$ cat config.mk
export PLATFORM = sky130hd
export DESIGN_NAME = hsl_to_rgb_pixel_converter
export DESIGN_NICKNAME = d
export VERILOG_FILES = /design/src/design/hsl2rgb_pkg.sv /design/src/design/hsl_to_rgb_pixel_converter.sv
export SDC_FILE = /design/constraint.sdc
export NUM_CORES = 2
export LEC_CHECK = 0
export ABC_AREA = 1
export ABC_CLOCK_PERIOD_IN_PS = 25400
export BUFFER_PORTS_ARGS = -buffer_cell sky130_fd_sc_hd__buf_2
export CAP_MARGIN = 20
export CORE_MARGIN = 1
export CORE_UTILIZATION = 25
export DETAILED_ROUTE_END_ITERATION = 8
export PLACE_DENSITY = 0.46
export SKIP_LAST_GASP = 1
export SLEW_MARGIN = 20
export SYNTH_ARGS = -nofsm -noshare
export SYNTH_HDL_FRONTEND = slang
export SYNTH_SLANG_ARGS = --single-unit
$ cat constraint.sdc
create_clock -name i_clk -period 25.4 [get_ports i_clk]
set_input_delay 5.08 -clock i_clk [delete_from_list [all_inputs] [get_ports i_clk]]
set_output_delay 5.08 -clock i_clk [all_outputs]
set_load 0.01 [all_outputs]
$ cat src/design/hsl2rgb_pkg.sv
// Constants, widths and types shared by the HSL to RGB pixel converter.
package hsl2rgb_pkg;

    // Fixed-point formats
    localparam int FRAC_BITS     = 12;
    localparam int HUE_FRAC_BITS = 4;

    // Field and datapath widths
    localparam int HUE_W   = 13;                  // hue field
    localparam int Q_W     = FRAC_BITS + 1;       // S, L, 1-|2L-1| (0..ONE)
    localparam int FRAC_W  = 10;                  // hue fraction within a sector
    localparam int C_W     = 2 * FRAC_BITS + 1;   // chroma, m, X in Q(2F)
    localparam int P_W     = C_W + FRAC_W;        // chroma * fraction
    localparam int DIV_SH  = 6;                   // SECTOR_SPAN = 15 << DIV_SH
    localparam int QD_W    = 28;                  // (chroma * fraction) >> DIV_SH
    localparam int SUM_W   = C_W + 1;             // channel sum before scaling
    localparam int BYTE_W  = 8;
    localparam int SCL_W   = SUM_W + BYTE_W;      // sum * 255
    localparam int NSTAGES = 8;

    // Spans and unit values
    localparam logic [Q_W-1:0]    ONE_Q       = Q_W'(1 << FRAC_BITS);
    localparam logic [FRAC_W-1:0] SECTOR_SPAN = FRAC_W'(60 << HUE_FRAC_BITS);
    localparam logic [HUE_W-1:0]  CIRCLE_SPAN = HUE_W'(360 << HUE_FRAC_BITS);
    localparam int                NUM_SECT    = 6;

    // Reciprocal of 15 for the divide by SECTOR_SPAN
    localparam int                RECIP_SH = 32;
    localparam int                RECIP_W  = 29;
    localparam logic [RECIP_W-1:0] RECIP_15 = RECIP_W'(286331153);
    localparam int                PROD_W   = QD_W + RECIP_W;

    localparam logic [BYTE_W-1:0] BYTE_MAX = 8'd255;

    // Hue sectors, named by the (red, green, blue) ordering they produce
    typedef enum logic [2:0] {
        SEC_CX0 = 3'd0,
        SEC_XC0 = 3'd1,
        SEC_0CX = 3'd2,
        SEC_0XC = 3'd3,
        SEC_X0C = 3'd4,
        SEC_C0X = 3'd5
    } t_sector;

    // Scale a Q(2F) channel sum by 255, truncate and clamp to a byte
    function automatic logic [BYTE_W-1:0] to_byte(input logic [SUM_W-1:0] v);
        logic [SCL_W-1:0] scaled;
        logic [SCL_W-2*FRAC_BITS-1:0] top;
        scaled = (SCL_W'(v) << BYTE_W) - SCL_W'(v);
        top    = scaled[SCL_W-1:2*FRAC_BITS];
        if (top > (SCL_W-2*FRAC_BITS)'(BYTE_MAX)) begin
            return BYTE_MAX;
        end
        return top[BYTE_W-1:0];
    endfunction

endpackage

$ cat src/design/hsl_to_rgb_pixel_converter.sv
// HSL to RGB pixel converter: eight-stage pipeline, one pixel per clock.
//
//  Channel | Direction | Handshake          | Payload
//  --------+-----------+--------------------+--------------------------------------
//  in      | sink      | i_valid / o_ready  | i_hue[12:0], i_saturation[12:0],
//          |           |                    | i_lightness[12:0]
//  out     | source    | o_valid / i_ready  | o_red[7:0], o_green[7:0], o_blue[7:0]
//
//  One transfer in and one out per clock when the output is taken every cycle.
//  The stages, one register each, in order: wrap/clamp, sector, chroma multiply,
//  fraction multiply, reciprocal multiply, quotient fix-up, channel sums, byte scaling.
//  Synchronous active-low reset clears the valid bits; data registers are not reset.
//  A result held on the output freezes the whole pipeline and drops o_ready;
//  otherwise every stage advances each clock.
module hsl_to_rgb_pixel_converter (
    input  logic                             i_clk,
    input  logic                             i_rst_n,
    input  logic                             i_valid,
    output logic                             o_ready,
    input  logic [hsl2rgb_pkg::HUE_W-1:0]    i_hue,
    input  logic [hsl2rgb_pkg::Q_W-1:0]      i_saturation,
    input  logic [hsl2rgb_pkg::Q_W-1:0]      i_lightness,
    output logic                             o_valid,
    input  logic                             i_ready,
    output logic [hsl2rgb_pkg::BYTE_W-1:0]   o_red,
    output logic [hsl2rgb_pkg::BYTE_W-1:0]   o_green,
    output logic [hsl2rgb_pkg::BYTE_W-1:0]   o_blue
);
    import hsl2rgb_pkg::*;

    logic                 advance;
    logic [NSTAGES-1:0]   r_vld;

    // Stage 1: wrap hue, saturate S and L
    logic [HUE_W-1:0]     n_s1_h,  r_s1_h;
    logic [Q_W-1:0]       n_s1_s,  r_s1_s;
    logic [Q_W-1:0]       n_s1_l,  r_s1_l;

    // Stage 2: sector, fraction, 1-|2L-1|
    t_sector              n_s2_sec, r_s2_sec;
    logic [FRAC_W-1:0]    n_s2_frac, r_s2_frac;
    logic [Q_W-1:0]       n_s2_span, r_s2_span;
    logic [Q_W-1:0]       r_s2_s, r_s2_l;
    logic [HUE_W-1:0]     s2_base;
    logic [HUE_W-1:0]     s2_rem;
    logic [Q_W:0]         s2_twol;
    logic [Q_W-1:0]       s2_lgap;

    // Stage 3: chroma
    logic [C_W-1:0]       n_s3_c, r_s3_c;
    t_sector              r_s3_sec;
    logic [FRAC_W-1:0]    r_s3_frac;
    logic [Q_W-1:0]       r_s3_l;

    // Stage 4: chroma * fraction, pre-shifted by the power-of-two part of the span
    logic [P_W-1:0]       s4_prod;
    logic [QD_W-1:0]      n_s4_qd, r_s4_qd;
    logic [C_W-1:0]       r_s4_c;
    t_sector              r_s4_sec;
    logic [Q_W-1:0]       r_s4_l;

    // Stage 5: quotient estimate by reciprocal of 15, and m
    logic [PROD_W-1:0]    s5_prod;
    logic [C_W-1:0]       n_s5_est, r_s5_est;
    logic [C_W-1:0]       n_s5_m, r_s5_m;
    logic [QD_W-1:0]      r_s5_qd;
    logic [C_W-1:0]       r_s5_c;
    t_sector              r_s5_sec;

    // Stage 6: corrected secondary component X
    logic [QD_W-1:0]      s6_rem;
    logic [C_W-1:0]       n_s6_x, r_s6_x;
    logic [C_W-1:0]       r_s6_c, r_s6_m;
    t_sector              r_s6_sec;

    // Stage 7: channel sums
    logic [SUM_W-1:0]     n_s7_r, n_s7_g, n_s7_b;
    logic [SUM_W-1:0]     r_s7_r, r_s7_g, r_s7_b;
    logic [C_W-1:0]       s7_pr, s7_pg, s7_pb;

    // Stage 8: output bytes
    logic [BYTE_W-1:0]    r_red, r_green, r_blue;

    // Whole pipe moves unless the output holds a result that is not taken
    assign advance = ~r_vld[NSTAGES-1] | i_ready;
    assign o_ready = advance;
    assign o_valid = r_vld[NSTAGES-1];
    assign o_red   = r_red;
    assign o_green = r_green;
    assign o_blue  = r_blue;

    always_ff @(posedge i_clk) begin
        if (!i_rst_n) begin
            r_vld <= '0;
        end else if (advance) begin
            r_vld <= {r_vld[NSTAGES-2:0], i_valid};
        end
    end

    // Stage 1 logic: hue is below two full circles, one subtract wraps it
    always_comb begin
        n_s1_h = (i_hue >= CIRCLE_SPAN) ? i_hue - CIRCLE_SPAN : i_hue;
        n_s1_s = (i_saturation > ONE_Q) ? ONE_Q : i_saturation;
        n_s1_l = (i_lightness > ONE_Q) ? ONE_Q : i_lightness;
    end

    // Stage 2 logic
    always_comb begin
        n_s2_sec = SEC_CX0;
        s2_base  = '0;
        for (int k = 1; k < NUM_SECT; k++) begin
            if (r_s1_h >= HUE_W'(k * SECTOR_SPAN)) begin
                n_s2_sec = t_sector'(k);
                s2_base  = HUE_W'(k * SECTOR_SPAN);
            end
        end
        s2_rem = r_s1_h - s2_base;
        // Odd sectors run the fraction backwards
        if (n_s2_sec[0]) begin
            n_s2_frac = SECTOR_SPAN - s2_rem[FRAC_W-1:0];
        end else begin
            n_s2_frac = s2_rem[FRAC_W-1:0];
        end
        s2_twol = {r_s1_l, 1'b0};
        if (s2_twol >= (Q_W+1)'(ONE_Q)) begin
            s2_lgap = Q_W'(s2_twol - (Q_W+1)'(ONE_Q));
        end else begin
            s2_lgap = Q_W'((Q_W+1)'(ONE_Q) - s2_twol);
        end
        n_s2_span = ONE_Q - s2_lgap;
    end

    // Stage 3, 4, 5 logic
    always_comb begin
        n_s3_c   = C_W'(r_s2_span) * C_W'(r_s2_s);
        s4_prod  = P_W'(r_s3_c) * P_W'(r_s3_frac);
        n_s4_qd  = QD_W'(s4_prod >> DIV_SH);
        s5_prod  = PROD_W'(r_s4_qd) * PROD_W'(RECIP_15);
        n_s5_est = s5_prod[RECIP_SH +: C_W];
        n_s5_m   = (C_W'(r_s4_l) << FRAC_BITS) - (r_s4_c >> 1);
    end

    // Stage 6 logic: estimate is at most one low
    always_comb begin
        s6_rem = r_s5_qd - QD_W'((QD_W'(r_s5_est) << 4) - QD_W'(r_s5_est));
        n_s6_x = (s6_rem >= QD_W'(15)) ? r_s5_est + C_W'(1) : r_s5_est;
    end

    // Stage 7 logic: place C and X per sector
    always_comb begin
        s7_pr = '0;
        s7_pg = '0;
        s7_pb = '0;
        unique case (r_s6_sec)
            SEC_CX0: begin
                s7_pr = r_s6_c;
                s7_pg = r_s6_x;
            end
            SEC_XC0: begin
                s7_pr = r_s6_x;
                s7_pg = r_s6_c;
            end
            SEC_0CX: begin
                s7_pg = r_s6_c;
                s7_pb = r_s6_x;
            end
            SEC_0XC: begin
                s7_pg = r_s6_x;
                s7_pb = r_s6_c;
            end
            SEC_X0C: begin
                s7_pr = r_s6_x;
                s7_pb = r_s6_c;
            end
            default: begin
                s7_pr = r_s6_c;
                s7_pb = r_s6_x;
            end
        endcase
        n_s7_r = SUM_W'(s7_pr) + SUM_W'(r_s6_m);
        n_s7_g = SUM_W'(s7_pg) + SUM_W'(r_s6_m);
        n_s7_b = SUM_W'(s7_pb) + SUM_W'(r_s6_m);
    end

    always_ff @(posedge i_clk) begin
        if (advance) begin
            r_s1_h    <= n_s1_h;
            r_s1_s    <= n_s1_s;
            r_s1_l    <= n_s1_l;

            r_s2_sec  <= n_s2_sec;
            r_s2_frac <= n_s2_frac;
            r_s2_span <= n_s2_span;
            r_s2_s    <= r_s1_s;
            r_s2_l    <= r_s1_l;

            r_s3_c    <= n_s3_c;
            r_s3_sec  <= r_s2_sec;
            r_s3_frac <= r_s2_frac;
            r_s3_l    <= r_s2_l;

            r_s4_qd   <= n_s4_qd;
            r_s4_c    <= r_s3_c;
            r_s4_sec  <= r_s3_sec;
            r_s4_l    <= r_s3_l;

            r_s5_est  <= n_s5_est;
            r_s5_m    <= n_s5_m;
            r_s5_qd   <= r_s4_qd;
            r_s5_c    <= r_s4_c;
            r_s5_sec  <= r_s4_sec;

            r_s6_x    <= n_s6_x;
            r_s6_c    <= r_s5_c;
            r_s6_m    <= r_s5_m;
            r_s6_sec  <= r_s5_sec;

            r_s7_r    <= n_s7_r;
            r_s7_g    <= n_s7_g;
            r_s7_b    <= n_s7_b;

            r_red     <= to_byte(r_s7_r);
            r_green   <= to_byte(r_s7_g);
            r_blue    <= to_byte(r_s7_b);
        end
    end

endmodule
After elaboration in Yosys (flattened, before gate mapping). Index checks and enable logic that the tools add are counted.

Bits in registers: 505. Output and inout port bits: 26.

Add/subtract/negate cells: 16. Multipliers: 3. Magnitude comparators: 13. Eq/ne operators: 4. Muxes and demuxes: 29. Bitwise gates (word level): 2. Reduce and logical (&&, ||, !) cells: 8.

Operators by type and width (number): case mux 25 bit (2 select lines) (3); subtractor 34 x 26 -> 34 bit (3); adder 25 x 25 -> 26 bit (3); 2-to-1 mux 10 bit (6); multiplier 28 x 29 -> 57 bit (second input constant) (1); 2-to-1 mux 8 bit (6); multiplier 25 x 10 -> 34 bit (1); greater-than comparator 10 x 8 -> 1 bit (second input constant) (3); >= comparator 28 x 4 -> 1 bit (second input constant) (1); subtractor 28 x 25 -> 28 bit (1); subtractor 28 bit (1); >= comparator 13 x 12 -> 1 bit (second input constant) (2); >= comparator 13 bit (second input constant) (2); greater-than comparator 13 bit (second input constant) (2); 2-to-1 mux 13 bit (2); subtractor 13 bit (first input constant) (2); subtractor 13 bit (second input constant) (2); adder 25 x 1 -> 25 bit (second input constant) (1); multiplier 13 x 13 -> 25 bit (1); 2-to-1 mux 25 bit (1); subtractor 25 x 24 -> 25 bit (1); >= comparator 14 x 13 -> 1 bit (second input constant) (1); OR reduction 2 bit (7); >= comparator 13 x 10 -> 1 bit (second input constant) (1); other kinds (11) (21).

Logic depth before layout (Yosys ltp).
Word-level depth: 9. Mapped depth: 24. Gate-level depth less buffers: 24.

Worst setup path after synthesis. Ideal clock, no wire load.

Path type: input-to-output. Start: input i_ready. End: output o_ready. Arrival: 14441 ps. Required time: 20320 ps. Path slack: 5879 ps. Cell stages on the path: 2. Path through: nor2_1 -> clkinv_1.

Longest elaborated chain between the ends: 1.

Ends and longest elaborated chain: from (decl) (RTL line hsl_to_rgb_pixel_converter.sv:24) `input logic i_ready,`; OR 1 bit (RTL line hsl_to_rgb_pixel_converter.sv:85) `assign advance = ~r_vld[NSTAGES-1] | i_ready;`; to (decl) (RTL line hsl_to_rgb_pixel_converter.sv:19) `output logic o_ready,`.

Every way passes these cells.

Final worst setup path. Same ends and word-level chain as after synthesis.

==> PnR_summary.wiki <==
{| class="wikitable"
! Metric !! Value
|-
| Buffer depth of the longest clock path || 3
|-
| Syn_nets || about 6400
|-
| Number of cells on the worst reg-to-reg path || 20
|-
| # clock sinks || 497
|-
| Ratio of cells with drive above 1 in the final layout || approximately 3.4%
|-
| DPL Wire Length || about 100000 um
|-
| GRT overflow || 0
|-
| Weighted congestion at the end of routability-driven global placement || ~0.9
|-
| Synth area leaders || sky130_fd_sc_hd__edfxtp_1 (31%), sky130_fd_sc_hd__fa_1 (17%), sky130_fd_sc_hd__ha_1 (12%)
|-
| Total of warnings raised by yosys || 0
|-
| Cell taking the most area after synthesis || sky130_fd_sc_hd__edfxtp_1
|-
| Via count of the first global-routing pass || 36300
|-
| Number of flops mapped to enable cells by yosys || a little under 500
|-
| Relative slew margins || 27.3%
|-
| Drt via density || around 4.4
|-
| Drt pass-1 iters || 6
|-
| Top cell type's share of synthesized area || a little under a third
|-
| Number of buffers created by CTS || 54
|-
| Initial Util || roughly 25%
|-
| Most frequent cell on the critical path || sky130_fd_sc_hd__buf_2
|-
| Register bit count reported by yosys || 497
|-
| Fraction of the yosys area taken by sequential cells || between 30% and 40%
|-
| Most used DFF post-synth || sky130_fd_sc_hd__edfxtp_1
|-
| Number of instances in the synthesized netlist || about 5500
|-
| Critical R2R Launch || r_s4_qd[23]
|-
| Fraction of registers with async set or reset after synthesis || 0%
|-
| Class of the most critical hold timing path || reg2reg
|-
| Placeable core area || between 150000 and 200000 um^2
|-
| Category of the worst setup path capture point || output port
|-
| Die X-Extent || 436 um
|-
| Post-CTS Resized || 0
|-
| Number of DRC violations after detailed-routing iteration 0 || 1761
|-
| Minimum clock period after layout || around 11 ns
|-
| Clock transition at the registers of the reported paths || approximately 0.060 ns
|-
| Setup repair after global routing missed its margin || false
|-
| Critical path cell sequence || buf_2 -> nor2_1 -> inv_8 -> buf_2
|-
| DRC || 0
|-
| TNS Setup || 0 ns
|-
| Hold Path Cell Cnt || 0
|-
| Max Freq || around 87 MHz
|-
| Total Routing Usage GR || 13.1%
|-
| Vias || 35100
|-
| Critical path type || in2out
|-
| Register-to-register setup slack || slightly below 20 ns
|-
| TritonCTS clock tree || yes
|-
| # hold bufs at CTS || 0
|-
| Worst-Skew Late Latency || ~0.66 ns
|-
| Most frequent cell after synthesis || sky130_fd_sc_hd__inv_1
|-
| Least-Margin Pin Slew || ~1.1 ns
|-
| Level count of the clock H-tree || 2
|-
| Cell with the biggest individual delay on the critical path || sky130_fd_sc_hd__nor2_1
|-
| Number of ports placed on the die boundary || between 60 and 70
|-
| Most frequent cells after synthesis || sky130_fd_sc_hd__inv_1 (1234), sky130_fd_sc_hd__nand2_1 (1131), sky130_fd_sc_hd__edfxtp_1 (489)
|-
| Number of standard-cell rows in the floorplan || roughly 160
|-
| Final Routed Wirelength || 125000 um
|-
| Chip height || approximately 440 um
|-
| Root cell of the clock tree || sky130_fd_sc_hd__clkbuf_16
|-
| Final-report hold violation count || 0
|-
| Port-buffer cells || 68
|-
| Post-synthesis cell area || roughly 47000 um^2
|-
| Max-capacitance violation count || 0
|-
| End point of the worst hold path || r_s6_c[10]
|-
| Wire length of the first global-routing pass || ~200000 um
|-
| Launching element type of the critical path || input pin
|-
| Result of the run || finished, final reports clean
|-
| Period utilization || between 40 and 50%
|-
| Area of the die || between 150000 and 200000 um^2
|-
| Synth-to-layout area growth || 10.6%
|-
| Largest stage delay on the critical path || around 0.53 ns
|-
| Count of different cell masters after synthesis || 54
|-
| Wire per inst || 15.5 um
|-
| Initial antenna violation count || 3
|-
| Worst Min Path Start || r_s5_c[10]
|-
| Arrival time worst endpoint || between 6 and 7 ns
|-
| Worst EP required || 20.32 ns
|-
| Post-synthesis area per instance || 8.63 um^2
|-
| Setup Buffers After CTS || 0
|-
| Critical Path Fanout Max || 64
|-
| Max Clock Skew || 0.0388 ns
|-
| DRT antenna net count || 0
|-
| Pin count of the biggest net entering global routing || 166
|-
| # setup viols final || 0
|-
| Capture instance of the worst register-to-register path || r_s5_est[24]
|-
| Number of slew-limit violations in the final report || 0
|-
| Number of nets in the finished design || ~6400
|}
critical path: cells and delay by family:
family | cells | cell delay, ns
AND/OR/NAND/NOR | 1 | 0.53
buffers and inverters | 3 | 0.68
flip-flops by register name, indices dropped and copies added, names as in the netlist, 11 cells and up:
name / flops
r_s4_qd: 28
r_s5_qd: 28
r_s7_b: 26
r_s7_g: 26
r_s7_r: 26
r_s5_est: 25
r_s5_m: 25
r_s6_x: 25
r_s3_c: 24
r_s4_c: 24
r_s6_c: 24
r_s6_m: 24
r_s5_c: 23
r_s1_h: 13
r_s1_l: 13
r_s1_s: 13
r_s2_l: 13
r_s2_s: 13
r_s3_l: 13
r_s4_l: 13
r_s2_span: 11
layer usage:
metal  global-route usage [%]  up-vias  wire [um]
met1                     18.3    16800      60500
met2                     21.8      614      57200
met3                     1.57      131       4910
met4                     2.59        0       2360
li1                         -    17600          -
met5                        0        -          0
logic make-up after synthesis:
kind of cell,after synthesis,synth area share [%]
simple gates,1843,16.2
buf+inv,1337,10.7
fa+ha+maj,856,28.9
compound gates,690,8.23
flops,497,31.5
xor+xnor,242,4.49
placed cells by master (no fill, tap or decap), types with 7 or more instances in the layout:
| cell type | netlist | final |
|---|---|---|
| sky130_fd_sc_hd__buf_4 | 4 | 12 |
| sky130_fd_sc_hd__xnor2_1 | 72 | 72 |
| sky130_fd_sc_hd__o21ai_0 | 164 | 163 |
| sky130_fd_sc_hd__nand4_1 | 91 | 91 |
| sky130_fd_sc_hd__nor3_1 | 55 | 55 |
| sky130_fd_sc_hd__clkinv_1 | 3 | 13 |
| sky130_fd_sc_hd__bufinv_16 | 0 | 7 |
| sky130_fd_sc_hd__a21oi_1 | 307 | 307 |
| sky130_fd_sc_hd__buf_2 | 7 | 68 |
| sky130_fd_sc_hd__fa_1 | 390 | 390 |
| sky130_fd_sc_hd__o21bai_1 | 25 | 25 |
| sky130_fd_sc_hd__o22ai_1 | 73 | 73 |
| sky130_fd_sc_hd__a21o_1 | 24 | 24 |
| sky130_fd_sc_hd__nand3b_1 | 13 | 13 |
| sky130_fd_sc_hd__ha_1 | 466 | 466 |
| sky130_fd_sc_hd__edfxtp_1 | 489 | 489 |
| sky130_fd_sc_hd__a31oi_1 | 26 | 26 |
| sky130_fd_sc_hd__clkinvlp_4 | 0 | 7 |
| sky130_fd_sc_hd__o21a_1 | 15 | 15 |
| sky130_fd_sc_hd__dfxtp_1 | 8 | 8 |
| sky130_fd_sc_hd__nor4_1 | 24 | 24 |
| sky130_fd_sc_hd__clkbuf_16 | 0 | 54 |
| sky130_fd_sc_hd__a21boi_0 | 12 | 12 |
| sky130_fd_sc_hd__nand2_1 | 1131 | 1131 |
| sky130_fd_sc_hd__nand3_1 | 146 | 146 |
| sky130_fd_sc_hd__inv_1 | 1234 | 1234 |
| sky130_fd_sc_hd__o211ai_1 | 12 | 12 |
| sky130_fd_sc_hd__nor2_1 | 354 | 354 |
| sky130_fd_sc_hd__xor2_1 | 170 | 170 |
| sky130_fd_sc_hd__o31ai_1 | 11 | 11 |
how the worst max path moves through the flow:
stage / startpoint / endpoint / slack [ns] / depth (start not counted)
final: i_ready / o_ready / 13.95 / 4
after global routing: i_ready / o_ready / 13.88 / 4
after CTS: i_ready / o_ready / 13.95 / 4
after detailed placement: i_ready / o_ready / 13.95 / 4
after global placement: i_ready / o_ready / 13.96 / 4
after floorplan: i_ready / o_ready / 5.88 / 2
per-stage QoR:
stage / instances / setup WS [ns] / util (%) / instance area (um^2) / hold slack [ns]
6_report: 8045 / 13.95 / 27.8 / 52200 / 0.400
5_1_grt: 8044 / 13.88 / 27.8 / 52200 / 0.403
4_1_cts: 8043 / 13.95 / 27.8 / 52200 / 0.396
3_5_place_dp: 7943 / 13.95 / 26.8 / 50300 / 0.405
3_3_place_gp: 7943 / 13.96 / 26.8 / 50300 / 0.401
2_1_floorplan: 5465 / 5.88 / - / 47200 / 0.400
layout make-up:
| class | instances | area [um^2] |
|---|---|---|
| Clock buffer | 60 | 1370 |
| Sequential cell | 497 | 14800 |
| Inverter | 1239 | 4660 |
| Tap cell | 2495 | 3120 |
| Timing Repair Buffer | 82 | 462 |
| Fill cell | 20000 | 135000 |
| Multi-Input combinational cell | 3631 | 27300 |
| Antenna cell | 1 | 2.50 |
| Clock inverter | 40 | 445 |
Power is not shown: default switching activity piles up to over one toggle a cycle in this logic, so the estimate is an artifact.
